`src/hw/rtl/tbrd_pkg.sv`:
```
// tbrd_pkg: shared types, codes and constants of the 2-bit dna region decoder
// used by every module of the block but tbrd_ram; depends on nothing
`default_nettype none

package tbrd_pkg;

  localparam int unsigned MAX_RUNS = 256;
  localparam int unsigned RUN_AW   = $clog2(MAX_RUNS);
  localparam int unsigned RUN_CW   = $clog2(MAX_RUNS + 1);
  localparam int unsigned RUN_DW   = 64;

  localparam logic [32:0] POS_LIMIT   = 33'h1_0000_0000;
  localparam logic [6:0]  CHAR_N      = 7'h4E;
  localparam logic [6:0]  CASE_OFFSET = 7'd32;

  localparam int unsigned CFG_AW = 3;

  typedef enum logic [1:0] {
    KIND_CLEAR    = 2'd0,
    KIND_N_RUN    = 2'd1,
    KIND_MASK_RUN = 2'd2,
    KIND_BYTE     = 2'd3
  } kind_t;

  typedef enum logic {
    REG_REGION_START = 1'b0,
    REG_REGION_END   = 1'b1
  } reg_idx_t;

  typedef enum logic [1:0] {
    ST_IDLE,
    ST_READ,
    ST_EVAL
  } state_t;

  typedef struct packed {
    logic [1:0]  kind;
    logic [31:0] block_start;
    logic [31:0] block_size;
    logic [7:0]  packed_byte;
  } in_item_t;

  typedef struct packed {
    logic [6:0]  base_char;
    logic [31:0] base_position;
    logic        last_of_byte;
    logic        region_done;
    logic        table_overflow;
  } out_item_t;

  typedef struct packed {
    logic take;
    logic step;
    logic emit;
    logic next_base;
    logic finish;
  } tbrd_cmd_t;

  typedef struct packed {
    logic kind_byte;
    logic in_region;
    logic n_step;
    logic m_step;
    logic out_free;
    logic base_last;
  } tbrd_sts_t;

  function automatic logic [6:0] base_letter(input logic [1:0] code);
    logic [6:0] c;
    begin
      unique case (code)
        2'd0: c = 7'h54;
        2'd1: c = 7'h43;
        2'd2: c = 7'h41;
        default: c = 7'h47;
      endcase
      return c;
    end
  endfunction

endpackage

`default_nettype wire

```
`src/hw/rtl/tbrd_ctrl.sv`:
```
// tbrd_ctrl: sequencer of the decoder, walks the four bases of a packed byte
// depends on tbrd_pkg
`default_nettype none

module tbrd_ctrl
  import tbrd_pkg::*;
(
  input  wire logic      clk,
  input  wire logic      rst_n,
  input  wire logic      in_valid,
  output logic           in_ready,
  input  wire tbrd_sts_t sts,
  output tbrd_cmd_t      cmd
);

  state_t state_r, state_nxt;

  always_ff @(posedge clk) begin
    if (!rst_n) begin
      state_r <= ST_IDLE;
    end else begin
      state_r <= state_nxt;
    end
  end

  always_comb begin
    state_nxt = state_r;
    unique case (state_r)
      ST_IDLE: begin
        if (in_valid && sts.kind_byte) state_nxt = ST_READ;
      end
      ST_READ: begin
        state_nxt = ST_EVAL;
      end
      ST_EVAL: begin
        if (!sts.in_region) begin
          if (sts.base_last) state_nxt = ST_IDLE;
        end else if (sts.n_step || sts.m_step) begin
          state_nxt = ST_READ;
        end else if (sts.out_free && sts.base_last) begin
          state_nxt = ST_IDLE;
        end
      end
      default: state_nxt = ST_IDLE;
    endcase
  end

  always_comb begin
    in_ready  = 1'b0;
    cmd       = '0;
    unique case (state_r)
      ST_IDLE: begin
        in_ready = 1'b1;
        cmd.take = in_valid;
      end
      ST_READ: ;
      ST_EVAL: begin
        if (!sts.in_region) begin
          cmd.finish    = sts.base_last;
          cmd.next_base = !sts.base_last;
        end else if (sts.n_step || sts.m_step) begin
          cmd.step = 1'b1;
        end else if (sts.out_free) begin
          cmd.emit      = 1'b1;
          cmd.finish    = sts.base_last;
          cmd.next_base = !sts.base_last;
        end
      end
      default: ;
    endcase
  end

endmodule

`default_nettype wire

```
`config.mk`:
```
export PLATFORM = sky130hd
export DESIGN_NAME = tbrd_ctrl
export DESIGN_NICKNAME = d
export VERILOG_FILES = /design/src/hw/rtl/tbrd_pkg.sv /design/src/hw/rtl/tbrd_ctrl.sv
export SDC_FILE = /design/constraint.sdc
export NUM_CORES = 1
export LEC_CHECK = 0
export BUFFER_PORTS_ARGS = -buffer_cell sky130_fd_sc_hd__clkbuf_2
export CORE_AREA = 3 3 40 42
export DETAILED_ROUTE_END_ITERATION = 10
export DIE_AREA = 0 0 43 45
export SLEW_MARGIN = 20
export SYNTH_ARGS = -nofsm -noshare
export SYNTH_HDL_FRONTEND = slang
export SYNTH_SLANG_ARGS = --single-unit
```
`constraint.sdc`:
```
create_clock -name clk -period 1.8 [get_ports clk]
set_input_delay 0.18 -clock clk [delete_from_list [all_inputs] [get_ports clk]]
set_output_delay 0.18 -clock clk [all_outputs]
set_load 0.1 [all_outputs]
```
==> summary.md <==
| Metric | Value |
|---|---|
| Clock Path Buffers | 2 |
| CP arrival | 1.44 ns |
| Startpoint types | register |
| Unrepaired setup endpoints after global routing | no |
| Initial antenna violation count | 0 |
| Worst path required time | between 1.5 and 2 ns |
| Placed cell areas | about 270 um2 |
| Synthesized area per cell | 8.321 um2 |
| Post-route cell area | 291.5 um2 |
| Largest net degree at the start of global routing | 6 |
| Final hold vios | 0 |
| Synthesized area | ~170 um2 |
| Max FFs per register | 2 |
| CTS tree | yes |
| FMAX | 617.2 MHz |
| Clk sinks | 2 |
| Number of DRC markers in iteration 0 | 1 |
| First-pass GRT wire length | 738 um |
| Leak Pwr | 0.1550 nW |
| Row cnt | 13 |
| Max-cap viol count | 0 |
| Syn Nets | 29 |
| Core area | 0.001285 mm2 |
| CP cell instances | nor2b_2 -> and3_2 -> clkbuf_2 |
| Final setup viols | 0 |
| Sequential share of the synthesized area | 0.2406 |
| RePlAce Congestion | 0.6717 |
| Avg WL per Cell | 8.327 um |
| Top Registers | state_r: 2 flops |
| Yosys warnings | 0 |
| Synth cell types | 14 |
| GRT Total Usage | 0.05819 |
| Diode count | 0 |
| DR vias/cell | 3.769 |
| DR vias | 196 |
| Global route overflow | 0 |
| Nets | 48 |
| Hold-fix buffers, CTS | 0 |
| PD cells | around 750 mW/mm2 |
| Wirelength, routed | between 400 and 500 um |
| HPWL after DPL | 366.7 um |
| Clk_skew | 0.0004802 ns |
| Die area | 0.001935 mm2 |
| IO Port Bufs | 14 |
| ANT nets after route | 0 |
| Area delta synth->final | 75.19% |
| Vias in the first global route | 197 |
| CP delay by family, top | buffers and inverters |
| Initial Util | 0.1295 |
| Share of layout cells above drive strength 1 | 0.7027 |
| First-pass DRT Iterations | 2 |
| Setup_tns | 0 ns |
| Critical path's slowest cell | clkbuf_2 |
| # IOs | 15 |
| Die width | 43 um |
| Clock slew at reported path FFs | about 0.030 ns |
| Setup Crit Path Kind | reg -> out |
| CTS root buf | clkbuf_4 |
| Largest Register | state_r |
| Fin. max-slew vios | 0 |
| Worst Hold Class | in -> reg |
| Crit-path max cell delay | 0.45 ns |
| Crit share post-route | 0.9001 |
| Final Critical Period | approximately 1.6 ns |
| Die H | around 45 um |
| Drt drc | 0 |
| Worst path bufs/invs | 1 |
| WHS | 0.2456 ns |
| Setup bufs post-CTS | 0 |
| PostCTS Resize Cnt | 0 |
| Crit-path max FO | 5 |
| Least-Margin Pin Slew | 0.5425 ns |
| Max_slew headroom | 0.6399 |
| Maximum VDD drop | between 0.15 and 0.2 mV |
| TritonCTS Buffers | 3 |
| Worst-skew pair later-pin latency | 0.22 ns |
| Synth Instances | 20 |
| Htree depth | 1 |
| FF+latch count, synth | 2 |
| Worst Setup End Kind | output pin |
| Outcome | completed |
-- cells in the final DEF (no fill, tap or decap) --
| cell type | instances |
|---|---|
| clkbuf_4 | 3 |
| and3_2 | 1 |
| nand2_1 | 1 |
| nor2b_2 | 1 |
| a41o_2 | 1 |
| nor2_2 | 1 |
| and2_2 | 1 |
| inv_1 | 2 |
| buf_4 | 2 |
| nor2_1 | 2 |
| dfxtp_1 | 2 |
| nor3b_2 | 2 |
| nor3b_1 | 1 |
| o21ai_2 | 1 |
| mux2_4 | 1 |
| and3b_1 | 1 |
| o21ai_0 | 2 |
| clkbuf_2 | 12 |
-- kinds of logic after synthesis --
family / share of synthesized area
AOI/OAI and AO/OA: 0.1805
buffers and inverters: 0.04513
DFF: 0.2406
muxes: 0.09020
and+or+nand+nor: 0.4436
-- cell usage after synthesis --
master / count / area, um2
and3_2: 1 / 7.510
and2_1: 1 / 6.260
nand2_1: 1 / 3.750
nor2_1: 3 / 11.26
o21ai_2: 1 / 8.760
nor3b_1: 2 / 15.01
mux2_4: 1 / 15.01
nor2b_2: 1 / 8.760
inv_1: 2 / 7.510
dfxtp_1: 2 / 40.04
and3b_1: 1 / 8.760
nor3b_2: 1 / 12.51
o21ai_0: 2 / 10.01
a41o_2: 1 / 11.26
-- through the flow --
stage / utilization / total power (W) / std cells / setup slack [ns]
2_1_floorplan: - / 0.0001025 / 20 / -0.2928
3_3_place_gp: 0.2093 / 0.0001202 / 49 / 0.4283
3_5_place_dp: 0.2093 / 0.0001206 / 49 / 0.4104
4_1_cts: 0.2269 / 0.0002277 / 52 / 0.1632
5_1_grt: 0.2269 / 0.0002335 / 52 / 0.1104
6_report: 0.2269 / 0.0002180 / 52 / 0.1798
-- per-layer routing --
metal | vias up | track usage | share of wire
met1 | 86 | 0.04556 | 0.32
met4 | 0 | 0.09036 | 0
li1 | 104 | - | -
met3 | 0 | 0.03586 | 0.12
met5 | - | 0 | 0
met2 | 6 | 0.08084 | 0.56
-- area by class of cell --
type,instances,area [um2]
clock buffers,3,22.52
inverters,2,7.507
well taps,15,18.77
repair buffers,14,75.07
fillers,147,993.5
flip-flops and latches,2,40.04
multi-input cells,16,127.6
-- worst paths after layout --
| kind | from | end | slack [ns] | cells past startpoint |
|---|---|---|---|---|
| worst min-delay path | rst_n | state_r[1] | 0.25 | 2 |
| worst max-delay path | state_r[1] | cmd[2] | 0.18 | 3 |
| worst min register to register | state_r[0] | state_r[0] | 0.55 | 1 |
| worst max register to register | state_r[1] | state_r[0] | 0.86 | 2 |
-- report_power, final --
part           total (W)  switching, W  internal, W
registers      0.0000501    0.00000326    0.0000468
clock network  0.0000985     0.0000250    0.0000735
logic          0.0000694     0.0000495    0.0000199
total           0.000218     0.0000778     0.000140
Note: power is estimated with default switching activity, not from simulation.
